--- src/sv/dss_pkg.sv ---
// ----------------------------------------------------------------------------
// dss_pkg
// Types and constants shared by the disk sweep scheduler modules.
// ----------------------------------------------------------------------------
`timescale 1ns / 1ps
`default_nettype none

package dss_pkg;

  localparam int CYL_BITS    = 16;
  localparam int DIST_W      = 16;
  localparam int TOTAL_W     = 20;
  localparam int CFG_ADDR_W  = 2;
  localparam int CFG_DATA_W  = 17;
  localparam int TDATA_IN_W  = 16;
  localparam int TDATA_OUT_W = 56;

  localparam logic [TOTAL_W-1:0] TOTAL_MAX = '1;

  localparam logic [1:0] POL_SCAN  = 2'd1;
  localparam logic [1:0] POL_CSCAN = 2'd2;

  typedef enum logic [CFG_ADDR_W-1:0] {
    REG_HEAD_START = 2'd0,
    REG_DISK_CYL   = 2'd1,
    REG_SWEEP_UP   = 2'd2,
    REG_POLICY     = 2'd3
  } cfg_reg_t;

  typedef enum logic [1:0] {
    PC_FCFS,
    PC_SCAN,
    PC_CSCAN
  } pclass_t;

  typedef enum logic [2:0] {
    ST_LOAD,
    ST_SPLIT,
    ST_RUN1,
    ST_EDGE1,
    ST_EDGE2,
    ST_RUN2
  } state_t;

  typedef enum logic [1:0] {
    LD_NONE,
    LD_RUN1,
    LD_RUN2,
    LD_FCFS
  } load_t;

  typedef enum logic [1:0] {
    SRC_SORTED,
    SRC_ARRIVAL,
    SRC_TOP,
    SRC_ZERO
  } src_t;

  typedef struct packed {
    logic  in_ready;
    load_t load;
    logic  split_step;
    logic  emit;
    src_t  src;
    logic  edge_mv;
    logic  last_res;
  } cmd_t;

  typedef struct packed {
    pclass_t pclass;
    logic    sweep_up;
    logic    batch_done;
    logic    split_done;
    logic    rem_zero;
    logic    rem_one;
    logic    run2_empty;
    logic    slot_free;
  } status_t;

endpackage

`default_nettype wire

--- src/sv/dss_ctrl.sv ---
// ----------------------------------------------------------------------------
// dss_ctrl
// Sequencer: load, split search, first run, edge moves, second run.
// ----------------------------------------------------------------------------
`timescale 1ns / 1ps
`default_nettype none

module dss_ctrl (
  input  wire logic            clk,
  input  wire logic            rst,
  input  wire dss_pkg::status_t sts,
  output dss_pkg::cmd_t        cmd
);
  import dss_pkg::*;

  state_t state, state_next;

  always_ff @(posedge clk) begin
    if (rst) begin
      state <= ST_LOAD;
    end else begin
      state <= state_next;
    end
  end

  always_comb begin
    state_next = state;
    unique case (state)
      ST_LOAD: begin
        if (sts.batch_done) state_next = ST_SPLIT;
      end
      ST_SPLIT: begin
        if (sts.pclass == PC_FCFS || sts.split_done) state_next = ST_RUN1;
      end
      ST_RUN1: begin
        if (sts.rem_zero) begin
          state_next = ST_EDGE1;
        end else if (sts.slot_free && sts.rem_one) begin
          state_next = (sts.pclass == PC_FCFS) ? ST_LOAD : ST_EDGE1;
        end
      end
      ST_EDGE1: begin
        if (sts.slot_free) begin
          if (sts.pclass == PC_CSCAN) state_next = ST_EDGE2;
          else state_next = sts.run2_empty ? ST_LOAD : ST_RUN2;
        end
      end
      ST_EDGE2: begin
        if (sts.slot_free) state_next = sts.run2_empty ? ST_LOAD : ST_RUN2;
      end
      ST_RUN2: begin
        if (sts.slot_free && sts.rem_one) state_next = ST_LOAD;
      end
      default: state_next = ST_LOAD;
    endcase
  end

  always_comb begin
    cmd = '0;
    cmd.load = LD_NONE;
    cmd.src  = SRC_SORTED;
    unique case (state)
      ST_LOAD: begin
        // no beats taken while reset is high
        cmd.in_ready = !rst;
      end
      ST_SPLIT: begin
        if (sts.pclass == PC_FCFS) cmd.load = LD_FCFS;
        else if (sts.split_done) cmd.load = LD_RUN1;
        else cmd.split_step = 1'b1;
      end
      ST_RUN1: begin
        if (!sts.rem_zero && sts.slot_free) begin
          cmd.emit     = 1'b1;
          cmd.src      = (sts.pclass == PC_FCFS) ? SRC_ARRIVAL : SRC_SORTED;
          cmd.last_res = (sts.pclass == PC_FCFS) && sts.rem_one;
        end
      end
      ST_EDGE1: begin
        if (sts.slot_free) begin
          cmd.emit    = 1'b1;
          cmd.edge_mv = 1'b1;
          cmd.src     = sts.sweep_up ? SRC_TOP : SRC_ZERO;
          if (sts.pclass != PC_CSCAN) begin
            cmd.load     = LD_RUN2;
            cmd.last_res = sts.run2_empty;
          end
        end
      end
      ST_EDGE2: begin
        if (sts.slot_free) begin
          cmd.emit     = 1'b1;
          cmd.edge_mv  = 1'b1;
          cmd.src      = sts.sweep_up ? SRC_ZERO : SRC_TOP;
          cmd.load     = LD_RUN2;
          cmd.last_res = sts.run2_empty;
        end
      end
      ST_RUN2: begin
        if (sts.slot_free) begin
          cmd.emit     = 1'b1;
          cmd.last_res = sts.rem_one;
        end
      end
      default: cmd = '0;
    endcase
  end

endmodule

`default_nettype wire

--- src/sv/dss_datapath.sv ---
// ----------------------------------------------------------------------------
// dss_datapath
// Config registers, request stores, sorted insert cells, run counters,
// head/total arithmetic and the output register.
// ----------------------------------------------------------------------------
`timescale 1ns / 1ps
`default_nettype none

module dss_datapath #(
  parameter int MAX_REQUESTS = 8
) (
  input  wire logic                               clk,
  input  wire logic                               rst,
  input  wire logic                               cfg_valid,
  input  wire logic [dss_pkg::CFG_ADDR_W-1:0]     cfg_addr,
  input  wire logic [dss_pkg::CFG_DATA_W-1:0]     cfg_data,
  input  wire logic                               s_tvalid,
  input  wire logic [dss_pkg::CYL_BITS-1:0]       cylinder,
  input  wire logic                               s_tlast,
  input  wire logic                               m_tready,
  input  wire dss_pkg::cmd_t                      cmd,
  output dss_pkg::status_t                        sts,
  output logic                                    m_tvalid,
  output logic [dss_pkg::CYL_BITS-1:0]            target,
  output logic                                    edge_move,
  output logic [dss_pkg::DIST_W-1:0]              distance,
  output logic [dss_pkg::TOTAL_W-1:0]             total_moved,
  output logic                                    final_res
);
  import dss_pkg::*;

  localparam int CNT_W = $clog2(MAX_REQUESTS + 1);
  localparam int IDX_W = (MAX_REQUESTS > 1) ? $clog2(MAX_REQUESTS) : 1;
  localparam logic [CNT_W-1:0] MAX_CNT = CNT_W'(MAX_REQUESTS);

  // configuration
  logic [CYL_BITS-1:0] head_start;
  logic [16:0]         disk_cyl;
  logic                sweep_up;
  logic [1:0]          policy;

  always_ff @(posedge clk) begin
    if (rst) begin
      head_start <= '0;
      disk_cyl   <= 17'h10000;
      sweep_up   <= 1'b1;
      policy     <= POL_SCAN;
    end else if (cfg_valid) begin
      unique case (cfg_reg_t'(cfg_addr))
        REG_HEAD_START: head_start <= cfg_data[CYL_BITS-1:0];
        REG_DISK_CYL:   disk_cyl   <= cfg_data;
        REG_SWEEP_UP:   sweep_up   <= cfg_data[0];
        REG_POLICY:     policy     <= cfg_data[1:0];
        default:        policy     <= policy;
      endcase
    end
  end

  pclass_t pclass;
  always_comb begin
    if (policy == POL_SCAN) pclass = PC_SCAN;
    else if (policy == POL_CSCAN) pclass = PC_CSCAN;
    else pclass = PC_FCFS;
  end

  // top edge: cylinders - 1, saturated; zero cylinders wraps to all ones
  logic [16:0]         dc_m1;
  logic [CYL_BITS-1:0] top_edge;
  assign dc_m1    = disk_cyl - 17'd1;
  assign top_edge = dc_m1[16] ? '1 : dc_m1[CYL_BITS-1:0];

  // request intake
  logic [CNT_W-1:0] count;
  logic [CNT_W-1:0] n_reg;
  logic             accept;
  logic             store_en;
  assign accept   = s_tvalid && cmd.in_ready;
  assign store_en = accept && (count < MAX_CNT);

  logic [CYL_BITS-1:0] arrival [MAX_REQUESTS];
  logic [CYL_BITS-1:0] cells   [MAX_REQUESTS];
  logic [MAX_REQUESTS-1:0] gt;

  always_ff @(posedge clk) begin
    if (store_en) arrival[count[IDX_W-1:0]] <= cylinder;
  end

  // insert cells: entries above the new value shift up one place
  for (genvar gi = 0; gi < MAX_REQUESTS; gi++) begin : g_cell
    assign gt[gi] = (CNT_W'(gi) < count) && (cells[gi] > cylinder);
    if (gi == 0) begin : g_first
      always_ff @(posedge clk) begin
        if (store_en && (count == '0 || gt[0])) cells[0] <= cylinder;
      end
    end else begin : g_rest
      always_ff @(posedge clk) begin
        if (store_en && (count == CNT_W'(gi) || gt[gi])) begin
          cells[gi] <= gt[gi-1] ? cells[gi-1] : cylinder;
        end
      end
    end
  end

  // walk counters
  logic [CNT_W-1:0] idx;
  logic [CNT_W-1:0] s_reg;
  logic [CNT_W-1:0] rem;
  logic             run_up;
  logic [CNT_W-1:0] len2;
  logic [CNT_W-1:0] start2;

  assign len2 = sweep_up ? s_reg : (n_reg - s_reg);
  always_comb begin
    if (pclass == PC_SCAN) start2 = sweep_up ? (s_reg - CNT_W'(1)) : s_reg;
    else start2 = sweep_up ? '0 : (n_reg - CNT_W'(1));
  end

  logic item_emit;
  assign item_emit = cmd.emit && (cmd.src == SRC_SORTED || cmd.src == SRC_ARRIVAL);

  always_ff @(posedge clk) begin
    if (rst) begin
      count  <= '0;
      n_reg  <= '0;
      idx    <= '0;
      s_reg  <= '0;
      rem    <= '0;
      run_up <= 1'b1;
    end else begin
      if (accept) begin
        if (s_tlast) begin
          count <= '0;
          n_reg <= store_en ? count + CNT_W'(1) : count;
          idx   <= '0;
        end else if (store_en) begin
          count <= count + CNT_W'(1);
        end
      end
      unique case (cmd.load)
        LD_FCFS: begin
          idx    <= '0;
          rem    <= n_reg;
          run_up <= 1'b1;
        end
        LD_RUN1: begin
          s_reg  <= idx;
          idx    <= sweep_up ? idx : (idx - CNT_W'(1));
          rem    <= sweep_up ? (n_reg - idx) : idx;
          run_up <= sweep_up;
        end
        LD_RUN2: begin
          idx    <= start2;
          rem    <= len2;
          run_up <= (pclass == PC_SCAN) ? !sweep_up : sweep_up;
        end
        LD_NONE: begin
          if (cmd.split_step) begin
            idx <= idx + CNT_W'(1);
          end else if (item_emit) begin
            idx <= run_up ? (idx + CNT_W'(1)) : (idx - CNT_W'(1));
            rem <= rem - CNT_W'(1);
          end
        end
        default: rem <= rem;
      endcase
    end
  end

  // head movement
  logic [CYL_BITS-1:0] head;
  logic [TOTAL_W-1:0]  total;
  logic [CYL_BITS-1:0] tgt;
  logic [DIST_W-1:0]   move_dist;
  logic [TOTAL_W:0]    sum;
  logic [TOTAL_W-1:0]  total_sat;

  always_comb begin
    unique case (cmd.src)
      SRC_SORTED:  tgt = cells[idx[IDX_W-1:0]];
      SRC_ARRIVAL: tgt = arrival[idx[IDX_W-1:0]];
      SRC_TOP:     tgt = top_edge;
      SRC_ZERO:    tgt = '0;
      default:     tgt = '0;
    endcase
  end

  assign move_dist = (tgt > head) ? (tgt - head) : (head - tgt);
  assign sum       = {1'b0, total} + (TOTAL_W + 1)'(move_dist);
  assign total_sat = (sum > {1'b0, TOTAL_MAX}) ? TOTAL_MAX : sum[TOTAL_W-1:0];

  always_ff @(posedge clk) begin
    if (rst) begin
      head  <= '0;
      total <= '0;
    end else if (accept && s_tlast) begin
      head  <= head_start;
      total <= '0;
    end else if (cmd.emit) begin
      head  <= tgt;
      total <= total_sat;
    end
  end

  // output register
  always_ff @(posedge clk) begin
    if (rst) begin
      m_tvalid <= 1'b0;
    end else if (cmd.emit) begin
      m_tvalid <= 1'b1;
    end else if (m_tready) begin
      m_tvalid <= 1'b0;
    end
  end

  always_ff @(posedge clk) begin
    if (cmd.emit) begin
      target      <= tgt;
      edge_move   <= cmd.edge_mv;
      distance    <= move_dist;
      total_moved <= total_sat;
      final_res   <= cmd.last_res;
    end
  end

  // status
  assign sts.pclass     = pclass;
  assign sts.sweep_up   = sweep_up;
  assign sts.batch_done = accept && s_tlast;
  assign sts.split_done = (idx == n_reg) || (cells[idx[IDX_W-1:0]] > head);
  assign sts.rem_zero   = (rem == '0);
  assign sts.rem_one    = (rem == CNT_W'(1));
  assign sts.run2_empty = (len2 == '0);
  assign sts.slot_free  = !m_tvalid || m_tready;

endmodule

`default_nettype wire

--- src/sv/disk_sweep_scheduler_unit.sv ---
// ----------------------------------------------------------------------------
// disk_sweep_scheduler_unit
// Batch disk-arm scheduler: FCFS, SCAN and C-SCAN service order.
//
//  channel  dir  handshake         payload
//  s_*      in   tvalid/tready     tdata: cylinder; tlast: batch end
//  m_*      out  tvalid/tready     tdata: target, distance, total; tuser: edge;
//                                  tlast: last move of batch
//  cfg_*    in   cfg_valid/ready   cfg_addr: register index; cfg_data: value
//
// Requests load one per cycle into the sorted insert cells and the arrival
// store. After the batch end beat, the split search steps through each
// request at or below the head (FCFS skips it), then one move per cycle is
// issued while the output register is drained.
// The input is held off from the batch end beat until the last move is
// loaded into the output register. m_tready low stalls the sequencer.
// Reset (rst, synchronous) clears the count, head and total, restores the
// config defaults, and holds s_tready and cfg_ready low.
// ----------------------------------------------------------------------------
`timescale 1ns / 1ps
`default_nettype none

module disk_sweep_scheduler_unit #(
  parameter int MAX_REQUESTS = 8
) (
  input  wire logic                              clk,
  input  wire logic                              rst,
  input  wire logic                              s_tvalid,
  output logic                                   s_tready,
  input  wire logic [dss_pkg::TDATA_IN_W-1:0]    s_tdata,   // [15:0] cylinder
  input  wire logic                              s_tlast,
  output logic                                   m_tvalid,
  input  wire logic                              m_tready,
  output logic [dss_pkg::TDATA_OUT_W-1:0]        m_tdata,   // [15:0] target,
                                                            // [31:16] distance,
                                                            // [51:32] total_moved
  output logic                                   m_tuser,   // edge_move
  output logic                                   m_tlast,
  input  wire logic                              cfg_valid,
  output logic                                   cfg_ready,
  input  wire logic [dss_pkg::CFG_ADDR_W-1:0]    cfg_addr,
  input  wire logic [dss_pkg::CFG_DATA_W-1:0]    cfg_data
);
  import dss_pkg::*;

  cmd_t    cmd;
  status_t sts;

  logic [CYL_BITS-1:0] target;
  logic [DIST_W-1:0]   distance;
  logic [TOTAL_W-1:0]  total_moved;

  dss_ctrl u_ctrl (
    .clk (clk),
    .rst (rst),
    .sts (sts),
    .cmd (cmd)
  );

  dss_datapath #(
    .MAX_REQUESTS (MAX_REQUESTS)
  ) u_dp (
    .clk         (clk),
    .rst         (rst),
    .cfg_valid   (cfg_valid),
    .cfg_addr    (cfg_addr),
    .cfg_data    (cfg_data),
    .s_tvalid    (s_tvalid),
    .cylinder    (s_tdata[CYL_BITS-1:0]),
    .s_tlast     (s_tlast),
    .m_tready    (m_tready),
    .cmd         (cmd),
    .sts         (sts),
    .m_tvalid    (m_tvalid),
    .target      (target),
    .edge_move   (m_tuser),
    .distance    (distance),
    .total_moved (total_moved),
    .final_res   (m_tlast)
  );

  assign s_tready  = cmd.in_ready;
  assign cfg_ready = !rst;
  assign m_tdata   = {4'b0, total_moved, distance, target};

endmodule

`default_nettype wire

--- config.mk ---
export PLATFORM = sky130hd
export DESIGN_NAME = disk_sweep_scheduler_unit
export DESIGN_NICKNAME = d
export VERILOG_FILES = /design/src/sv/dss_pkg.sv /design/src/sv/dss_ctrl.sv /design/src/sv/dss_datapath.sv /design/src/sv/disk_sweep_scheduler_unit.sv
export SDC_FILE = /design/constraint.sdc
export NUM_CORES = 1
export LEC_CHECK = 0
export BUFFER_PORTS_ARGS = -buffer_cell sky130_fd_sc_hd__buf_2
export CAP_MARGIN = 20
export CELL_PAD_IN_SITES_DETAIL_PLACEMENT = 1
export CELL_PAD_IN_SITES_GLOBAL_PLACEMENT = 1
export CORE_MARGIN = 1
export CORE_UTILIZATION = 35
export CTS_CLUSTER_DIAMETER = 40
export DETAILED_ROUTE_END_ITERATION = 6
export PLACE_DENSITY = 0.64
export SETUP_SLACK_MARGIN = 0.2
export SYNTH_ARGS = -nofsm -noshare
export SYNTH_HDL_FRONTEND = slang
export SYNTH_HIERARCHICAL = 1
export SYNTH_SLANG_ARGS = --single-unit
--- constraint.sdc ---
create_clock -name clk -period 8.25 [get_ports clk]
set_input_delay 2.475 -clock clk [delete_from_list [all_inputs] [get_ports clk]]
set_output_delay 2.475 -clock clk [all_outputs]
set_load 0.02 [all_outputs]
==> results.sh <==
export IMPL_rsz0062_at_grt="no"
export IMPL_power_internal_mw=6.14
export IMPL_relSlewSlack_pct=21.4
export IMPL_path_clk_slew_ps=50
export IMPL_holdWs_ps=460
export IMPL_max_cap_violations=0
export IMPL_drc=0
export IMPL_path_common_cell="inv_1"
export IMPL_vias=17300
export IMPL_cts_tree="done"
export IMPL_grt_max_degree=111
export IMPL_ys_seq_area_share_pct=48.0
export IMPL_status="completed"
export IMPL_final_cells=3118
export IMPL_sw_frac_of_total_pct=36.1
export IMPL_p_clk_share_pct=35.7
export IMPL_crit_path_start_kind="primary input"
export IMPL_final_util_pct=42.5
export IMPL_seq_power_share_pct=27.8
export IMPL_critPathMaxStageDelay_ps=390
export IMPL_placed_cells=2966
export IMPL_totalPowerFinal_mw=9.60
export IMPL_crit_start="m_tready"
export IMPL_ys_warn_count=6
export IMPL_cts_htree_levels=3
export IMPL_num_io_pins=102
export IMPL_vias_per_cell=5.56
export IMPL_place_ws_ps=-159
export IMPL_fmax_mhz=131
export IMPL_path_depth=32
export IMPL_async_flop_share_pct=0
export IMPL_synth_edf_count=310
export IMPL_cp_top_family="compound AO/OA/AOI/OAI gates"
export IMPL_wire_per_inst_um=22.9
export IMPL_initialDrtViolationCount=1060
export IMPL_antenna_found_initial=0
export IMPL_coreArea_um2=66200
export IMPL_critPathArrivalTime_ps=8160
export IMPL_ant_nets=0
export IMPL_p_leak_nw=10.6
export IMPL_firstDrtPassIters=5
export IMPL_synth_cells=2046
export IMPL_gp_congestion=0.892
export IMPL_synth_seq_cells=410
export IMPL_tightest_slew_ps=1170
export IMPL_reg2reg_to="u_dp/total[5]"
export IMPL_die_h_um=262
export IMPL_criticalPathCategory="in2reg"
export IMPL_nFillCells=7052
export IMPL_hp_class="reg2reg"
export IMPL_cp_slowest_cell="fa_1"
export IMPL_cts_sinks=410
export IMPL_ys_flop_type="edfxtp_1"
export IMPL_die_area_um2=68400
export IMPL_setup_ws_ps=631
export IMPL_yosys_cell_count_top_type="edfxtp_1"
export IMPL_critPathMaxFanout=24
export IMPL_end_kind="flip-flop"
export IMPL_cts_buffers=80
export IMPL_synth_top_cell_area_share_pct=39.5
export IMPL_clock_root_buffer="clkbuf_16"
export IMPL_io_buffer_count=97
export IMPL_critPathBufInv=8
export IMPL_diodes=0
export IMPL_overflow=0
export IMPL_initial_core_util_pct=35.6
export IMPL_yosys_top_cells_area="edfxtp_1 39%, ha_1 11%, dfxtp_1 8.5%, mux2_2 6.1%, mux4_2 6.1%"
export IMPL_cts_path_max_buffers=3
export IMPL_rrSetupSlack_ps=1100
export IMPL_chipWidth_um=262
export IMPL_syn_mean_instance_area_um2=11.5
export IMPL_syn_area_um2=23600
export IMPL_skew_ps=20.2
export IMPL_ir_worst_vdd_mv=0.148
export IMPL_place_area_um2=25300
export IMPL_r2r_cells=31
export IMPL_clkLatencyLatePin_ps=610
export IMPL_rr_startpoint="u_dp/disk_cyl[0]"
export IMPL_dpl_hpwl_um=52200
export IMPL_fin_crit_ps=7620
export IMPL_synth_area_leader_cell="edfxtp_1"
export IMPL_synthTopCellsByCount="310 x edfxtp_1, 199 x ha_1, 177 x a21oi_1"
export IMPL_post_cts_buffers=0
export IMPL_nNetsFinal=2431
export IMPL_p_sw_mw=3.47
export IMPL_drv_slew=0
export IMPL_synth_cell_types=77
export IMPL_fin_crit_sh_pct=92.4
export IMPL_drt_total_wl_um=71400
export IMPL_syn2layout_area_growth_pct=19.4
export IMPL_finalHoldViolations=0
export IMPL_grt_util_all_layers_pct=20.8
export IMPL_cp_required_ps=8790
export IMPL_grt_pass1_vias=18400
export IMPL_finalSetupViolCount=0
export IMPL_final_area_um2=28200
export IMPL_setup_tns_final_ps=0
export IMPL_grt_pass1_wl_um=108000
export IMPL_num_rows=94
export IMPL_layout_drive_gt1_share_pct=23.3
export IMPL_crit_end="u_dp/total[5]"
export IMPL_comb_power_share_pct=36.5
export IMPL_power_density_nw_per_um2=341
timing repair:
item / CTS / global route
setup endpoints to repair: 0 / 19
hold buffers: 0 / 0
gates resized for setup: 0 / 2
cell usage in the layout, fill, tap and decap left out, types with 47 or more instances in the layout:
cell type  count
a21o_1        47
a21oi_1      175
buf_2         97
buf_4         53
clkbuf_16     85
dfxtp_1       97
edfxtp_1     310
ha_1         199
inv_1        114
mux2_2       128
mux4_2        64
nand2_1      150
nor2_1       125
o21ai_0       88
logic make-up (layout without fill, tap and decap cells):
| kind of cell | after synthesis | count (layout) | synth area share, % |
|---|---|---|---|
| DFF | 410 | 410 | 48.0 |
| AOI/OAI and AO/OA | 478 | 478 | 12.7 |
| buffers and inverters | 216 | 421 | 3.71 |
| muxes | 222 | 222 | 13.5 |
| xor gates and xnor gates | 49 | 49 | 1.82 |
| and+or+nand+nor | 466 | 466 | 9.34 |
| other | 1 | 4 | 0.0159 |
| adders and majority gates | 204 | 204 | 11.0 |
tightest hold or removal path, cell delays in order (launching register included):
cell and delay, ps:
dfxtp_1 310, nand2_1 50, a21oi_1 50
metal layers:
| metal | wire, um | global-route usage, % |
|---|---|---|
| met5 | 0 | 0 |
| met4 | 2010 | 6.70 |
| met3 | 2360 | 3.00 |
| met2 | 36400 | 37.2 |
| met1 | 30600 | 25.6 |
worst min path at each step:
stage | start | endpoint | cells after the start
finish | u_dp/head_start[12] | u_dp/head_start[12] | 2
global route | u_dp/head_start[12] | u_dp/head_start[12] | 2
CTS | u_dp/head_start[12] | u_dp/head[12] | 2
detailed placement | u_dp/head_start[12] | u_dp/head_start[12] | 2
global placement | u_dp/head_start[8] | u_dp/head_start[8] | 2
floorplan | u_dp/head_start[12] | u_dp/head[12] | 2
area by class of cell:
cell class	count	area (um^2)	share of cell area, %
clock buffers	94	2190	7.78
multi-input cells	1423	11500	40.8
repair buffers	156	988	3.51
well taps	864	1080	3.84
clock inverters	56	664	2.36
flip-flops and latches	410	11300	40.2
inverters	115	432	1.53
power groups by stage:
| stage | logic, mW | clock network (mW) | registers [mW] |
|---|---|---|---|
| finish | 3.51 | 3.43 | 2.67 |
| floorplan | 2.42 | 0 | 2.69 |
| CTS | 3.52 | 3.50 | 2.67 |
| detailed placement | 3.49 | 0 | 2.71 |
| global route | 3.86 | 3.58 | 2.68 |
| global placement | 3.39 | 0 | 2.70 |
No activity file was read; power rests on OpenSTA's default activity.
